$ cat config.mk
export PLATFORM = sky130hd
export DESIGN_NAME = eight_zone_midpoint_line_rasterizer
export DESIGN_NICKNAME = d
export VERILOG_FILES = /design/src/sv/ezmlr_pkg.sv /design/src/sv/ezmlr_setup.sv /design/src/sv/eight_zone_midpoint_line_rasterizer.sv
export SDC_FILE = /design/constraint.sdc
export NUM_CORES = 1
export LEC_CHECK = 0
export BUFFER_PORTS_ARGS = -buffer_cell sky130_fd_sc_hd__clkbuf_2
export CAP_MARGIN = 20
export CORE_MARGIN = 2
export CORE_UTILIZATION = 49
export DETAILED_ROUTE_END_ITERATION = 7
export PLACE_DENSITY = 0.71
export SYNTH_ARGS = -nofsm -noshare
export SYNTH_HDL_FRONTEND = slang
export SYNTH_HIERARCHICAL = 1
export SYNTH_SLANG_ARGS = --single-unit
$ cat constraint.sdc
create_clock -name clock -period 29.6 [get_ports clock]
set_input_delay 5.92 -clock clock [delete_from_list [all_inputs] [get_ports clock]]
set_output_delay 5.92 -clock clock [all_outputs]
set_load 0.05 [all_outputs]
$ cat src/sv/ezmlr_pkg.sv
package ezmlr_pkg;

   typedef enum logic [2:0] {
      ZONE_0 = 3'd0,
      ZONE_1 = 3'd1,
      ZONE_2 = 3'd2,
      ZONE_3 = 3'd3,
      ZONE_4 = 3'd4,
      ZONE_5 = 3'd5,
      ZONE_6 = 3'd6,
      ZONE_7 = 3'd7
   } zone_type;

   typedef enum logic {
      ACTION_LOAD = 1'b0,
      ACTION_STEP = 1'b1
   } action_type;

endpackage

$ cat src/sv/ezmlr_setup.sv
module ezmlr_setup
   import ezmlr_pkg::*;
#(
   parameter int CW = 9
) (
   input  logic signed [CW-1:0] start_x,
   input  logic signed [CW-1:0] start_y,
   input  logic signed [CW-1:0] end_x,
   input  logic signed [CW-1:0] end_y,
   output zone_type             zone,
   output logic signed [CW:0]   walk_x,
   output logic signed [CW:0]   walk_y,
   output logic signed [CW:0]   stop_x,
   output logic signed [CW+2:0] decision,
   output logic signed [CW+2:0] step_east,
   output logic signed [CW+2:0] step_diag
);

   localparam int DW = CW + 3;

   function automatic logic [2*CW+1:0] to_zero(input zone_type z,
                                                input logic signed [CW:0] x,
                                                input logic signed [CW:0] y);
      logic signed [CW:0] u;
      logic signed [CW:0] v;
      begin
         unique case (z)
            ZONE_0: begin u = x;  v = y;  end
            ZONE_1: begin u = y;  v = x;  end
            ZONE_2: begin u = y;  v = -x; end
            ZONE_3: begin u = -x; v = y;  end
            ZONE_4: begin u = -x; v = -y; end
            ZONE_5: begin u = -y; v = -x; end
            ZONE_6: begin u = -y; v = x;  end
            ZONE_7: begin u = x;  v = -y; end
            default: begin u = x; v = y;  end
         endcase
         return {u, v};
      end
   endfunction

   logic signed [CW+1:0] dx;
   logic signed [CW+1:0] dy;
   logic signed [CW+1:0] adx;
   logic signed [CW+1:0] ady;
   logic                 x_major;
   logic [2*CW+1:0]      p0;
   logic [2*CW+1:0]      p1;
   logic signed [CW:0]   u0;
   logic signed [CW:0]   v0;
   logic signed [CW:0]   u1;
   logic signed [CW:0]   v1;
   logic signed [DW-1:0] du;
   logic signed [DW-1:0] dv;

   assign dx      = (CW+2)'(end_x) - (CW+2)'(start_x);
   assign dy      = (CW+2)'(end_y) - (CW+2)'(start_y);
   assign adx     = dx[CW+1] ? -dx : dx;
   assign ady     = dy[CW+1] ? -dy : dy;
   assign x_major = (adx >= ady);

   always_comb begin
      case ({dx[CW+1], dy[CW+1]})
         2'b00:   zone = x_major ? ZONE_0 : ZONE_1;
         2'b10:   zone = x_major ? ZONE_3 : ZONE_2;
         2'b11:   zone = x_major ? ZONE_4 : ZONE_5;
         default: zone = x_major ? ZONE_7 : ZONE_6;
      endcase
   end

   assign p0 = to_zero(zone, (CW+1)'(start_x), (CW+1)'(start_y));
   assign p1 = to_zero(zone, (CW+1)'(end_x), (CW+1)'(end_y));
   assign u0 = $signed(p0[2*CW+1:CW+1]);
   assign v0 = $signed(p0[CW:0]);
   assign u1 = $signed(p1[2*CW+1:CW+1]);
   assign v1 = $signed(p1[CW:0]);

   assign du = DW'(u1) - DW'(u0);
   assign dv = DW'(v1) - DW'(v0);

   assign walk_x    = u0;
   assign walk_y    = v0;
   assign stop_x    = u1;
   assign step_east = dv <<< 1;
   assign decision  = (dv <<< 1) - du;
   assign step_diag = (dv - du) <<< 1;

endmodule

$ cat src/sv/eight_zone_midpoint_line_rasterizer.sv
// Midpoint line rasterizer with eight-zone slope symmetry.
// A load request updates the line state in the cycle it is accepted and gives no response.
// A step request on an active line puts its pixel in the response register in the cycle after acceptance.
// Throughput is one request per cycle; a response held by the receiver stalls new requests.
// Synchronous active-high reset clears the active-line flag and the response valid.
module eight_zone_midpoint_line_rasterizer
   import ezmlr_pkg::*;
#(
   parameter int HALF_SPAN = 256
) (
   input  logic                                 clock,
   input  logic                                 reset,
   input  logic                                 req_valid,
   output logic                                 req_ready,
   input  logic                                 req_action,
   input  logic signed [$clog2(HALF_SPAN):0]    req_start_x,
   input  logic signed [$clog2(HALF_SPAN):0]    req_start_y,
   input  logic signed [$clog2(HALF_SPAN):0]    req_end_x,
   input  logic signed [$clog2(HALF_SPAN):0]    req_end_y,
   output logic                                 rsp_valid,
   input  logic                                 rsp_ready,
   output logic signed [$clog2(HALF_SPAN):0]    rsp_pixel_x,
   output logic signed [$clog2(HALF_SPAN):0]    rsp_pixel_y,
   output logic [2:0]                           rsp_octant,
   output logic                                 rsp_last_pixel
);

   localparam int CW = $clog2(HALF_SPAN) + 1;
   localparam int DW = CW + 3;

   function automatic logic [2*CW-1:0] from_zero(input zone_type z,
                                                 input logic signed [CW:0] u,
                                                 input logic signed [CW:0] v);
      logic signed [CW:0] x;
      logic signed [CW:0] y;
      begin
         unique case (z)
            ZONE_0: begin x = u;  y = v;  end
            ZONE_1: begin x = v;  y = u;  end
            ZONE_2: begin x = -v; y = u;  end
            ZONE_3: begin x = -u; y = v;  end
            ZONE_4: begin x = -u; y = -v; end
            ZONE_5: begin x = -v; y = -u; end
            ZONE_6: begin x = v;  y = -u; end
            ZONE_7: begin x = u;  y = -v; end
            default: begin x = u; y = v;  end
         endcase
         return {x[CW-1:0], y[CW-1:0]};
      end
   endfunction

   zone_type             ld_zone;
   logic signed [CW:0]   ld_walk_x;
   logic signed [CW:0]   ld_walk_y;
   logic signed [CW:0]   ld_stop_x;
   logic signed [DW-1:0] ld_decision;
   logic signed [DW-1:0] ld_step_east;
   logic signed [DW-1:0] ld_step_diag;

   ezmlr_setup #(
      .CW(CW)
   ) u_setup (
      .start_x   (req_start_x),
      .start_y   (req_start_y),
      .end_x     (req_end_x),
      .end_y     (req_end_y),
      .zone      (ld_zone),
      .walk_x    (ld_walk_x),
      .walk_y    (ld_walk_y),
      .stop_x    (ld_stop_x),
      .decision  (ld_decision),
      .step_east (ld_step_east),
      .step_diag (ld_step_diag)
   );

   zone_type             zone_ff, zone_in;
   logic signed [CW:0]   walk_x_ff, walk_x_in;
   logic signed [CW:0]   walk_y_ff, walk_y_in;
   logic signed [CW:0]   stop_x_ff, stop_x_in;
   logic signed [DW-1:0] decision_ff, decision_in;
   logic signed [DW-1:0] step_east_ff, step_east_in;
   logic signed [DW-1:0] step_diag_ff, step_diag_in;
   logic                 active_ff, active_in;

   logic                 rsp_valid_ff, rsp_valid_in;
   logic [CW-1:0]        pixel_x_ff, pixel_x_in;
   logic [CW-1:0]        pixel_y_ff, pixel_y_in;
   logic [2:0]           octant_ff, octant_in;
   logic                 last_ff, last_in;

   logic                 accept;
   logic                 do_load;
   logic                 do_emit;
   logic                 is_last;
   logic [2*CW-1:0]      pixel;

   assign req_ready = !rsp_valid_ff || rsp_ready;
   assign accept    = req_valid && req_ready;
   assign do_load   = accept && (req_action == ACTION_LOAD);
   assign do_emit   = accept && (req_action == ACTION_STEP) && active_ff;
   assign is_last   = (walk_x_ff >= stop_x_ff);
   assign pixel     = from_zero(zone_ff, walk_x_ff, walk_y_ff);

   always_comb begin
      zone_in      = zone_ff;
      walk_x_in    = walk_x_ff;
      walk_y_in    = walk_y_ff;
      stop_x_in    = stop_x_ff;
      decision_in  = decision_ff;
      step_east_in = step_east_ff;
      step_diag_in = step_diag_ff;
      active_in    = active_ff;
      if (do_load) begin
         zone_in      = ld_zone;
         walk_x_in    = ld_walk_x;
         walk_y_in    = ld_walk_y;
         stop_x_in    = ld_stop_x;
         decision_in  = ld_decision;
         step_east_in = ld_step_east;
         step_diag_in = ld_step_diag;
         active_in    = 1'b1;
      end else if (do_emit) begin
         if (is_last) begin
            active_in = 1'b0;
         end else if (decision_ff[DW-1]) begin
            walk_x_in   = walk_x_ff + (CW+1)'(1);
            decision_in = decision_ff + step_east_ff;
         end else begin
            walk_x_in   = walk_x_ff + (CW+1)'(1);
            walk_y_in   = walk_y_ff + (CW+1)'(1);
            decision_in = decision_ff + step_diag_ff;
         end
      end
   end

   always_comb begin
      rsp_valid_in = rsp_valid_ff;
      pixel_x_in   = pixel_x_ff;
      pixel_y_in   = pixel_y_ff;
      octant_in    = octant_ff;
      last_in      = last_ff;
      if (req_ready) begin
         rsp_valid_in = do_emit;
      end
      if (do_emit) begin
         pixel_x_in = pixel[2*CW-1:CW];
         pixel_y_in = pixel[CW-1:0];
         octant_in  = zone_ff;
         last_in    = is_last;
      end
   end

   always_ff @(posedge clock) begin
      if (reset) begin
         active_ff    <= 1'b0;
         rsp_valid_ff <= 1'b0;
      end else begin
         active_ff    <= active_in;
         rsp_valid_ff <= rsp_valid_in;
      end
   end

   always_ff @(posedge clock) begin
      zone_ff      <= zone_in;
      walk_x_ff    <= walk_x_in;
      walk_y_ff    <= walk_y_in;
      stop_x_ff    <= stop_x_in;
      decision_ff  <= decision_in;
      step_east_ff <= step_east_in;
      step_diag_ff <= step_diag_in;
      pixel_x_ff   <= pixel_x_in;
      pixel_y_ff   <= pixel_y_in;
      octant_ff    <= octant_in;
      last_ff      <= last_in;
   end

   assign rsp_valid      = rsp_valid_ff;
   assign rsp_pixel_x    = $signed(pixel_x_ff);
   assign rsp_pixel_y    = $signed(pixel_y_ff);
   assign rsp_octant     = octant_ff;
   assign rsp_last_pixel = last_ff;

endmodule

# Word level (Yosys, flattened, before mapping)
# Index checks and enable logic that the tools add are counted.
[word_totals]
word_cells = 109
output_inout_bits = 24
in_bits = 41
ff_bits = 91
[op_classes]
mux = 27
n_reduce_logical = 30
n_eq_ne = 18
magnitude_cmp = 2
n_addsub = 18
n_bitwise = 1
[ops]
columns = ["operator", "n"]
rows = [
  ["$pmux 10 s4", 4],
  ["$pmux 9 s4", 2],
  ["$mux 10", 7],
  ["$mux 12", 4],
  ["$neg 9->10", 4],
  ["$reduce_or 2->1", 16],
  ["$add 12x12->12", 2],
  ["$eq 3x3->1 const B", 8],
  ["$mux 11", 2],
  ["$neg 11->11", 2],
  ["$sub 10x10->11", 2],
  ["$add 10x2->10 const B", 2],
  ["$sub 9x9->10", 2],
  ["$neg 9->9", 2],
  ["$eq 3x2->1 const B", 4],
  ["$sub 12x11->12", 1],
  ["$ge 11x11->1", 1],
  ["$sub 11x11->11", 1],
  ["$ge 10x10->1", 1],
  ["$pmux 3 s3", 1],
  ["$mux 1", 7],
  ["$eq 3x1->1 const B", 2],
  ["$logic_not 3->1", 2],
  ["$eq 2x2->1 const B", 2],
  ["10 further kinds", 15],
]

# Logic depth before layout (Yosys ltp)
# Gate-level depths: netlist (run 1).
[depth]
word_depth = 12
depth_mapped = 46
mapped_depth_nobuf = 43

# Modules after synthesis
# The synthesis (run 1) kept the hierarchy.
[by_module_without_submodules]
columns = ["module", "area_each_um2", "cells_per_inst", "seq_area_each_um2", "n_inst"]
rows = [
  ["ezmlr_setup", 5814.3, 896, 0.0, 1],
  ["eight_zone_midpoint_line_rasterizer", 5614.1, 552, 2742.6, 1],
]

# Worst setup path after synthesis (run 1)
# No wires, ideal clock.
[synth_timing]
path_kind = "input -> register"
startpoint = "in req_end_y[0]"
endpoint = "reg decision_ff[10], data pin"
setup_time_ns = 0.264
stages = 42
path_slack_ns = 15.117
arrival_ns = 14.218
path_buffers = 4
required_time_ns = 29.336
cell_sequence = "inv_1 -> ha_1 -> fa_1 -> xor2_1 -> nand3_1 -> or3_1 -> or3_1 -> or4_1 -> ha_1 -> nand4_2 -> a211oi_4 -> a2111oi_4 -> mux2i_2 -> or2_1 -> buf_6 -> inv_4 -> clkbuf_1 -> clkbuf_1 -> (+6 left out) -> nor2b_1 -> o21ai_0 -> a21boi_0 -> o21ai_0 -> a21boi_0 -> o21ai_0 -> nand2b_1 -> a21o_1 -> a21o_1 -> xnor2_1 -> inv_1 -> ha_1 -> nor2b_1 -> and3_1 -> a2111oi_0 -> nand3_1 -> nand2_1 -> o31ai_1"
[synth_via]
elab_chain_len = 12
elab_cells_between_ends = 37
classes_between = "6 x add/sub; 1 x order compare; 9 x eq/ne; 11 x mux; 10 x reduce/logical"
[synth_lines]
columns = ["item", "line", "text"]
rows = [
  ["from (decl)", "eight_zone_midpoint_line_rasterizer.sv:19", "input logic signed [$clog2(HALF_SPAN):0] req_end_y,"],
  ["$sub 9x9->10 (*)", "ezmlr_setup.sv:57", "assign dy = (CW+2)'(end_y) - (CW+2)'(start_y);"],
  ["$neg 11->11", "ezmlr_setup.sv:59", "assign ady = dy[CW+1] ? -dy : dy;"],
  ["$mux 11", "ezmlr_setup.sv:59", ""],
  ["$ge 11x11->1", "ezmlr_setup.sv:60", "assign x_major = (adx >= ady);"],
  ["$mux 1 (on tied branches)", "--", ""],
  ["$pmux 3 s3 (*)", "ezmlr_setup.sv:63", "case ({dx[CW+1], dy[CW+1]})"],
  ["net ld_zone[0]", "eight_zone_midpoint_line_rasterizer.sv:52", "zone_type ld_zone;"],
  ["$eq 3x3->1 (tied with other cells)", "ezmlr_setup.sv:27", "unique case (z)"],
  ["$reduce_or 2->1 (no line)", "--", ""],
  ["$pmux 10 s4", "ezmlr_setup.sv:27", ""],
  ["$sub 10x10->11 (on tied branches)", "ezmlr_setup.sv:79, ezmlr_setup.sv:78", ""],
  ["$sub 12x11->12 (*)", "ezmlr_setup.sv:85", "assign decision = (dv <<< 1) - du;"],
  ["net ld_decision[10]", "eight_zone_midpoint_line_rasterizer.sv:56", "logic signed [DW-1:0] ld_decision;"],
  ["$mux 12 (*)", "eight_zone_midpoint_line_rasterizer.sv:113", "if (do_load) begin"],
  ["net decision_in[10]", "eight_zone_midpoint_line_rasterizer.sv:80", "logic signed [DW-1:0] decision_ff, decision_in;"],
  ["to (signal assigned)", "eight_zone_midpoint_line_rasterizer.sv:168", "decision_ff <= decision_in;"],
  ["to (decl)", "eight_zone_midpoint_line_rasterizer.sv:80", ""],
]
# The timed path passes the listed nets; every way through them passes the cells marked *.
# A chain may end at the register's enable or synchronous reset.

# Final worst setup path (run 1)
[layout_timing]
startpoint = "in req_end_y[0]"
endpoint = "reg decision_ff[10], data pin"
[layout_via]
elab_chain_len = 12
elab_cells_between_ends = 37
classes_between = "6 x add/sub; 1 x order compare; 9 x eq/ne; 11 x mux; 10 x reduce/logical"
[layout_lines]
columns = ["item", "line"]
rows = [
  ["$sub 9x9->10", "ezmlr_setup.sv:57"],
  ["$neg 11->11", "ezmlr_setup.sv:59"],
  ["$mux 11", "ezmlr_setup.sv:59"],
  ["$ge 11x11->1", "ezmlr_setup.sv:60"],
  ["$mux 1 (on tied branches)", "--"],
  ["$pmux 3 s3", "ezmlr_setup.sv:63"],
  ["$eq 3x3->1 (tied with other cells)", "ezmlr_setup.sv:27"],
  ["$reduce_or 2->1 (no line)", "--"],
  ["$pmux 10 s4", "ezmlr_setup.sv:27"],
  ["$sub 10x10->11 (on tied branches)", "ezmlr_setup.sv:79, ezmlr_setup.sv:78"],
  ["$sub 12x11->12 (*)", "ezmlr_setup.sv:85"],
  ["net ld_decision[10]", "eight_zone_midpoint_line_rasterizer.sv:56"],
  ["$mux 12 (*)", "eight_zone_midpoint_line_rasterizer.sv:113"],
  ["net decision_in[10]", "eight_zone_midpoint_line_rasterizer.sv:80"],
]
# Marked as above.

==> impl_metrics.env, run 1 <==
export IMPL_die_y_um=157
export IMPL_wire_per_inst_um=18.2
export IMPL_drt_iter0_markers=1205
export IMPL_crit_required_ps=29680
export IMPL_dr_pass1_iters=5
export IMPL_arrival_ps=15940
export IMPL_critPathMaxStageDelay_ps=490
export IMPL_antenna_found_initial=0
export IMPL_cts_buffer_depth=2
export IMPL_cts_clk_slew_worst_paths_ps=70
export IMPL_drt_total_wl_um=32300
export IMPL_grt_pass1_wl_um=51600
export IMPL_post_cts_buffers=0
export IMPL_cp_max_fo=40
export IMPL_reg2reg_slack_ps=26600
export IMPL_portBuffers=64
export IMPL_drive_gt1_share_pct=10.3
export IMPL_io_pins=65
export IMPL_status="finished, final reports clean"
export IMPL_cts_tree="yes"
export IMPL_drcViolationCount=0
export IMPL_clock_latency_ps=370
export IMPL_finalHoldViolCount=0
export IMPL_viasPerCell=6.09
export IMPL_fp_dieW_um=157
export IMPL_dp_cells=1761
export IMPL_slew_headroom_pct=27.6
export IMPL_cp_end_kind="register"
export IMPL_seqCellArea_um2=2740
export IMPL_fillers=2170
export IMPL_htree_levels=3
export IMPL_area_delta_synth_final_pct=6.94
export IMPL_dp_hpwl_um=24700
export IMPL_ys_warnings_count=6
export IMPL_antenna_left=0
export IMPL_r2r_end="decision_ff[10]"
export IMPL_period_needed_ps=15860
export IMPL_cts_resized_gates=0
export IMPL_holdPathStages=2
export IMPL_grt_max_degree=82
export IMPL_initial_utilization_pct=50.2
export IMPL_synth_area_um2=11400
export IMPL_startpoint="req_end_y[0]"
export IMPL_fmax_ghz=0.0631
export IMPL_grt_total_usage_pct=26.6
export IMPL_vias=10800
export IMPL_final_setup_tns_ps=0
export IMPL_fin_skew_ps=18.6
export IMPL_setup_worst_path_end="decision_ff[10]"
export IMPL_critPathKind="input port to register"
export IMPL_hp_class="register to register"
export IMPL_clock_sinks=92
export IMPL_finalCritPeriodShare_pct=53.6
export IMPL_gp_congestion=0.987
export IMPL_overflow=0
export IMPL_num_antenna_cells=0
export IMPL_r2r_cells=8
export IMPL_numCtsBuffers=9
export IMPL_nets=1605
export IMPL_fp_coreArea_um2=22800
export IMPL_final_cells=1779
export IMPL_postSynthCellCount=1447
export IMPL_startpoint_type="input port"
export IMPL_grt_pass1_vias=9986
export IMPL_worst_pin_slew_ps=1080
export IMPL_syn_avg_cell_area_um2=7.90
export IMPL_multiInputGateArea_um2=7960
export IMPL_setup_violations_final=0
export IMPL_slowest_stage="or4_1"
export IMPL_finalMaxSlewViolations=0
export IMPL_rows=55
export IMPL_cts_root_buf="clkbuf_16"
export IMPL_r2r_start="decision_ff[11]"
export IMPL_drv_cap=0
export IMPL_holdBufCountCts=0
export IMPL_dieArea_um2=24600
export IMPL_rsz0062_at_grt="no"
-- cells in the final DEF, fill, tap and decap left out, types with 10 or more instances in the layout --
cell        n
ha_1       97
or3_1      15
clkbuf_2   64
nand2_1   162
edfxtp_1   90
nor3b_1    10
inv_1     103
nor2b_1    15
mux2_2     14
mux2i_1    11
xnor2_1    69
a221o_1    13
a21o_1     20
nor2_1    107
o22ai_1    32
a22oi_1    16
nor3_1     58
o211ai_1   16
nand2b_1   26
xor2_1     36
buf_4      12
o21ai_0   111
nand3_1    41
a221oi_1   12
a31oi_1    14
or2_2      10
a21oi_1    83
-- final cells by class --
class	count	area share (%)
inverters	109	3.37
repair buffers	77	3.48
well taps	313	3.21
multi-input cells	1172	65.2
clock buffers	9	1.84
flip-flops and latches	92	22.4
clock inverters	7	0.492
-- sequential cells by signal, summed over array words and instances (netlist names) --
register        count
decision_ff        12
step_diag_ff       12
rsp_valid           1
rsp_octant          3
step_east_ff       12
zone_ff             3
rsp_last_pixel      1
rsp_pixel_x         9
active_ff           1
stop_x_ff          10
walk_x_ff          10
walk_y_ff           9
rsp_pixel_y         9
-- critical path, delay by kind of cell --
family	cells	cell delay (ps)
and+or+nand+nor	14	3160
AOI/OAI and AO/OA	12	2600
adders and majority gates	5	1620
buffers and inverters	5	1060
muxes	2	860
xor gates and xnor gates	2	680
-- how the worst min path moves through the flow --
stage | endpoint | start
finish | rsp_valid | active_ff
global route | rsp_valid | active_ff
CTS | rsp_valid | active_ff
detailed placement | rsp_valid | active_ff
global placement | rsp_valid | active_ff
floorplan | rsp_octant[0] | zone_ff[0]
-- per-stage QoR --
stage | instance area, µm² | setup slack [ps] | hold slack (ps) | util [%]
global route | 12200 | 12970 | 581 | 53.6
finish | 12200 | 13740 | 542 | 53.6
global placement | 11900 | 13600 | 526 | 52.3
floorplan | 11400 | 15120 | 424 | -
detailed placement | 11900 | 13300 | 534 | 52.3
CTS | 12200 | 13630 | 545 | 53.5
-- per-layer routing --
layer	up-vias	routed length (µm)	track usage [%]
met1	4994	13900	35.2
met4	0	1300	11.6
met5	-	0	0
li1	5310	-	-
met3	84	2250	3.71
met2	446	14800	43.3
Power of run 1 is left out: the tool's default activity adds up to more than one toggle a clock period on the data nets, which glitch-free logic cannot reach.
==> run 2: changes to the inputs <==
- clock period: 29.6 -> 16.2 ns (I/O delays scaled with it)
==> run 2 against run 1 <==
Non-clock buffer count stayed put. First-iteration DRC count is 21% lower. Utilization is 0.14 points higher. Via count is 0.30% higher. Critical path depth stayed put. Global-route usage is 0.16 points lower. Register-to-register slack worse by 13000 ps. Worst setup slack worse by 10000 ps. Clock-buffer cell count is 2 higher. Routed wire length hardly changed. Critical path type unchanged.
==> impl_metrics.env, run 2 (synthesis gave the netlist of run 1 again) <==
export IMPL_r2r_start="decision_ff[11]"
export IMPL_slowest_stage="or4_1"
export IMPL_numCtsBuffers=9
export IMPL_viasPerCell=6.11
export IMPL_dp_hpwl_um=24600
export IMPL_reg_top3="decision_ff (12), step_diag_ff (12), step_east_ff (12)"
export IMPL_drt_total_wl_um=32400
export IMPL_nets=1605
export IMPL_seqCellArea_um2=2740
export IMPL_htree_levels=3
export IMPL_rows=55
export IMPL_gp_congestion=0.987
export IMPL_fp_coreArea_um2=22800
export IMPL_grt_max_degree=82
export IMPL_dieArea_um2=24600
export IMPL_cts_buffer_depth=2
export IMPL_hp_class="register to register"
export IMPL_antenna_left=0
export IMPL_crit_required_ps=16280
export IMPL_cts_root_buf="clkbuf_16"
export IMPL_finalMaxSlewViolations=0
export IMPL_period_needed_ps=12910
export IMPL_cp_end_kind="register"
export IMPL_grt_pass1_vias=9901
export IMPL_final_common_cell="nand2_1"
export IMPL_post_cts_buffers=0
export IMPL_finalHoldViolCount=0
export IMPL_critPathTopFamily="simple AND/OR/NAND/NOR gates"
export IMPL_final_util_pct=53.8
export IMPL_setup_violations_final=0
export IMPL_num_antenna_cells=0
export IMPL_clock_latency_ps=360
export IMPL_arrival_ps=12980
export IMPL_grt_pass1_wl_um=51600
export IMPL_initial_utilization_pct=50.2
export IMPL_drive_gt1_share_pct=10.2
export IMPL_final_setup_tns_ps=0
export IMPL_hold_path_startpoint="active_ff"
export IMPL_fillers=2174
export IMPL_startpoint_type="input port"
export IMPL_cts_tree="yes"
export IMPL_drcViolationCount=0
export IMPL_status="finished, final reports clean"
export IMPL_critPathBufInv=5
export IMPL_multiInputGateArea_um2=7960
export IMPL_holdBufCountCts=0
export IMPL_fp_dieW_um=157
export IMPL_rsz0062_at_grt="no"
export IMPL_clock_sinks=92
export IMPL_drt_iter0_markers=952
export IMPL_min_to="rsp_valid"
export IMPL_place_area_um2=11900
export IMPL_worst_pin_slew_ps=1070
export IMPL_die_y_um=157
export IMPL_cts_clk_slew_worst_paths_ps=70
export IMPL_io_pins=65
export IMPL_critPathKind="input port to register"
export IMPL_vias=10900
export IMPL_overflow=0
export IMPL_grt_total_usage_pct=26.4
export IMPL_layout_common_cells="nand2_1, o21ai_0, nor2_1, inv_1, ha_1"
export IMPL_r2r_cells=8
export IMPL_fin_skew_ps=13.9
export IMPL_finalCritPeriodShare_pct=79.7
export IMPL_critPathMaxStageDelay_ps=500
export IMPL_holdPathStages=2
export IMPL_finalWorstSetupSlack_ps=3290
export IMPL_area_delta_synth_final_pct=7.23
export IMPL_wire_per_inst_um=18.2
export IMPL_dp_worst_setup_slack_ps=2670
export IMPL_r2r_end="decision_ff[10]"
export IMPL_drv_cap=0
export IMPL_portBuffers=64
export IMPL_antenna_found_initial=0
export IMPL_cp_max_fo=40
export IMPL_dr_pass1_iters=6
export IMPL_cts_resized_gates=0
export IMPL_slew_headroom_pct=28.6
export IMPL_fmax_ghz=0.0775
export IMPL_reg2reg_slack_ps=13200
export IMPL_design_area_um2=12300
-- run 2: changes by cell type in the layout (fill, tap and decap cells not counted), sizes merged --
cell      previous run  this run
bufinv               0         2
inv                108       106
clkinvlp             2         1
clkbuf              73        75
clkinv               6         5
-- run 2: area by class of cell --
type	count	area share, %
flip-flops and latches	92	22.4
inverters	109	3.36
clock inverters	5	0.695
clock buffers	11	1.90
multi-input cells	1172	65.0
repair buffers	77	3.47
well taps	313	3.20
-- run 2: per-layer routing --
metal / wire length [µm] / part of all wire (%) / track usage (%)
met1: 14100 / 43 / 35.0
met5: 0 / 0 / 0
met2: 14900 / 46 / 43.7
met4: 1210 / 3.7 / 10.5
met3: 2230 / 6.9 / 3.60
-- run 2: how the worst max path moves through the flow --
stage,start,endpoint,slack [ps],cells after the start
2_1_floorplan,req_end_y[0],decision_ff[10],4400,42
3_3_place_gp,req_end_y[0],decision_ff[10],2850,39
3_5_place_dp,req_end_y[0],decision_ff[10],2670,39
4_1_cts,req_end_y[0],decision_ff[10],2980,39
5_1_grt,req_start_y[1],decision_ff[10],2560,43
6_report,req_end_y[0],decision_ff[10],3290,40
-- run 2: metrics by stage --
stage,cells,hold WS [ps]
2_1_floorplan,1449,424
3_3_place_gp,1761,524
3_5_place_dp,1761,525
4_1_cts,1777,534
5_1_grt,1779,587
6_report,1779,537
-- run 2: worst min-delay path, cell delays in order (launching register included) --
cell and delay [ps]:
dfxtp_1 330, nand3_1 90, a21oi_1 70
Power of run 2 is left out for the same reason.
==> run 3: changes to the inputs <==
- clock period: 16.2 -> 12.37 ns (I/O delays scaled with it)
==> run 3 against run 2 <==
Routed wire length is 1.5% higher. Sequential share of layout area is 0.062 points lower. Non-clock buffer count is 10 higher. Flip-flop and latch count stayed put. Final cell count is 0.56% higher. Utilization is 0.15 points higher. Via count is 0.16% lower. Register-to-register slack worse by 3900 ps. Global-route usage is 0.57 points higher. Clock-buffer cell count is 1 lower.
==> impl_metrics.env, run 3 (synthesis gave the netlist of run 1 again) <==
export IMPL_status="finished, final reports clean"
export IMPL_portBuffers=64
export IMPL_final_setup_tns_ps=0
export IMPL_met1_length_um=14500
export IMPL_drive_gt1_share_pct=10.8
export IMPL_area_delta_synth_final_pct=7.52
export IMPL_fin_skew_ps=16.7
export IMPL_startpoint_type="input port"
export IMPL_fp_coreArea_um2=22800
export IMPL_cts_buffer_depth=2
export IMPL_drt_total_wl_um=32900
export IMPL_finalMaxSlewViolations=0
export IMPL_wire_per_inst_um=18.4
export IMPL_critPathTopFamily="simple AND/OR/NAND/NOR gates"
export IMPL_grt_pass1_vias=10100
export IMPL_post_cts_buffers=0
export IMPL_cts_clk_slew_worst_paths_ps=70
export IMPL_worst_pin_slew_ps=1030
export IMPL_wl_met3_um=2140
export IMPL_dp_hpwl_um=25300
export IMPL_numCtsBuffers=9
export IMPL_cpMostUsedCell="o21ai_0"
export IMPL_gp_congestion=0.989
export IMPL_antenna_left=0
export IMPL_critPathKind="input port to register"
export IMPL_highest_layer="met4"
export IMPL_rsz0062_at_grt="no"
export IMPL_layout_common_cells="nand2_1, o21ai_0, nor2_1, inv_1, ha_1"
export IMPL_fp_dieW_um=157
export IMPL_cts_root_buf="clkbuf_16"
export IMPL_cts_tree="yes"
export IMPL_vias=10800
export IMPL_finalHoldViolCount=0
export IMPL_antenna_found_initial=0
export IMPL_rows=55
export IMPL_dieArea_um2=24600
export IMPL_period_needed_ps=11380
export IMPL_critPathBufInv=6
export IMPL_finalWorstSetupSlack_ps=992
export IMPL_viasPerCell=6.06
export IMPL_overflow=0
export IMPL_die_y_um=157
export IMPL_slew_headroom_pct=31.0
export IMPL_drv_cap=0
export IMPL_initial_utilization_pct=50.2
export IMPL_arrival_ps=11450
export IMPL_grt_total_usage_pct=27.0
export IMPL_num_antenna_cells=0
export IMPL_nets=1615
export IMPL_cp_max_fo=23
export IMPL_seqCellArea_um2=2740
export IMPL_critPathMaxStageDelay_ps=480
export IMPL_dr_pass1_iters=5
export IMPL_grt_max_degree=83
export IMPL_setup_violations_final=0
export IMPL_clock_sinks=92
export IMPL_dp_worst_setup_slack_ps=734
export IMPL_clock_latency_ps=350
export IMPL_fillers=2158
export IMPL_cts_resized_gates=0
export IMPL_htree_levels=3
export IMPL_slowest_stage="or4_1"
export IMPL_multiInputGateArea_um2=7960
export IMPL_hp_class="register to register"
export IMPL_dr_wl_met2_um=15200
export IMPL_crit_required_ps=12440
export IMPL_drt_iter0_markers=956
export IMPL_drcViolationCount=0
export IMPL_cp_end_kind="register"
export IMPL_grt_pass1_wl_um=52600
export IMPL_fmax_ghz=0.0879
export IMPL_holdBufCountCts=0
export IMPL_reg_top3="decision_ff (12), step_diag_ff (12), step_east_ff (12)"
export IMPL_final_common_cell="nand2_1"
export IMPL_io_pins=65
export IMPL_finalCritPeriodShare_pct=92.0
==> run 3: cell types whose count changed in the layout (fill, tap and decap cells not counted), sizes merged <==
cell / delta
clkinvlp: -1
buf: +10
bufinv: -2
clkbuf: -1
clkinv: +4
==> run 3: cell type report <==
| class | instances | area share, % |
|---|---|---|
| Sequential cell | 92 | 22.3 |
| Inverter | 109 | 3.35 |
| Clock inverter | 6 | 0.418 |
| Multi-Input combinational cell | 1172 | 64.8 |
| Timing Repair Buffer | 87 | 4.04 |
| Tap cell | 313 | 3.19 |
| Clock buffer | 10 | 1.86 |
==> run 3: layer usage <==
layer,vias up,global-route usage [%]
met1,5039,36.3
li1,5326,-
met2,418,44.5
met4,0,9.48
met5,-,0
met3,66,3.82
==> run 3: worst min-delay path, stage by stage (launching register included) <==
cell and delay (ps):
dfxtp_1 330, nand3_1 90, a21oi_1 70
==> run 3: through the flow <==
stage | utilization, % | hold WS (ps) | instance area [µm²] | std cells
2_1_floorplan | - | 424 | 11400 | 1449
3_3_place_gp | 52.6 | 519 | 12000 | 1771
3_5_place_dp | 52.6 | 527 | 12000 | 1771
4_1_cts | 53.8 | 532 | 12300 | 1787
5_1_grt | 53.9 | 556 | 12300 | 1789
6_report | 53.9 | 527 | 12300 | 1789
==> run 3: worst paths after layout <==
check	from	depth (start not counted)	endpoint	slack [ps]
worst max-delay path	req_end_y[0]	44	decision_ff[10]	990
worst min-delay path	active_ff	2	rsp_valid	530
worst max register to register	decision_ff[11]	8	decision_ff[10]	9300
worst min register to register	active_ff	2	rsp_valid	530
Power of run 3 is left out for the same reason.
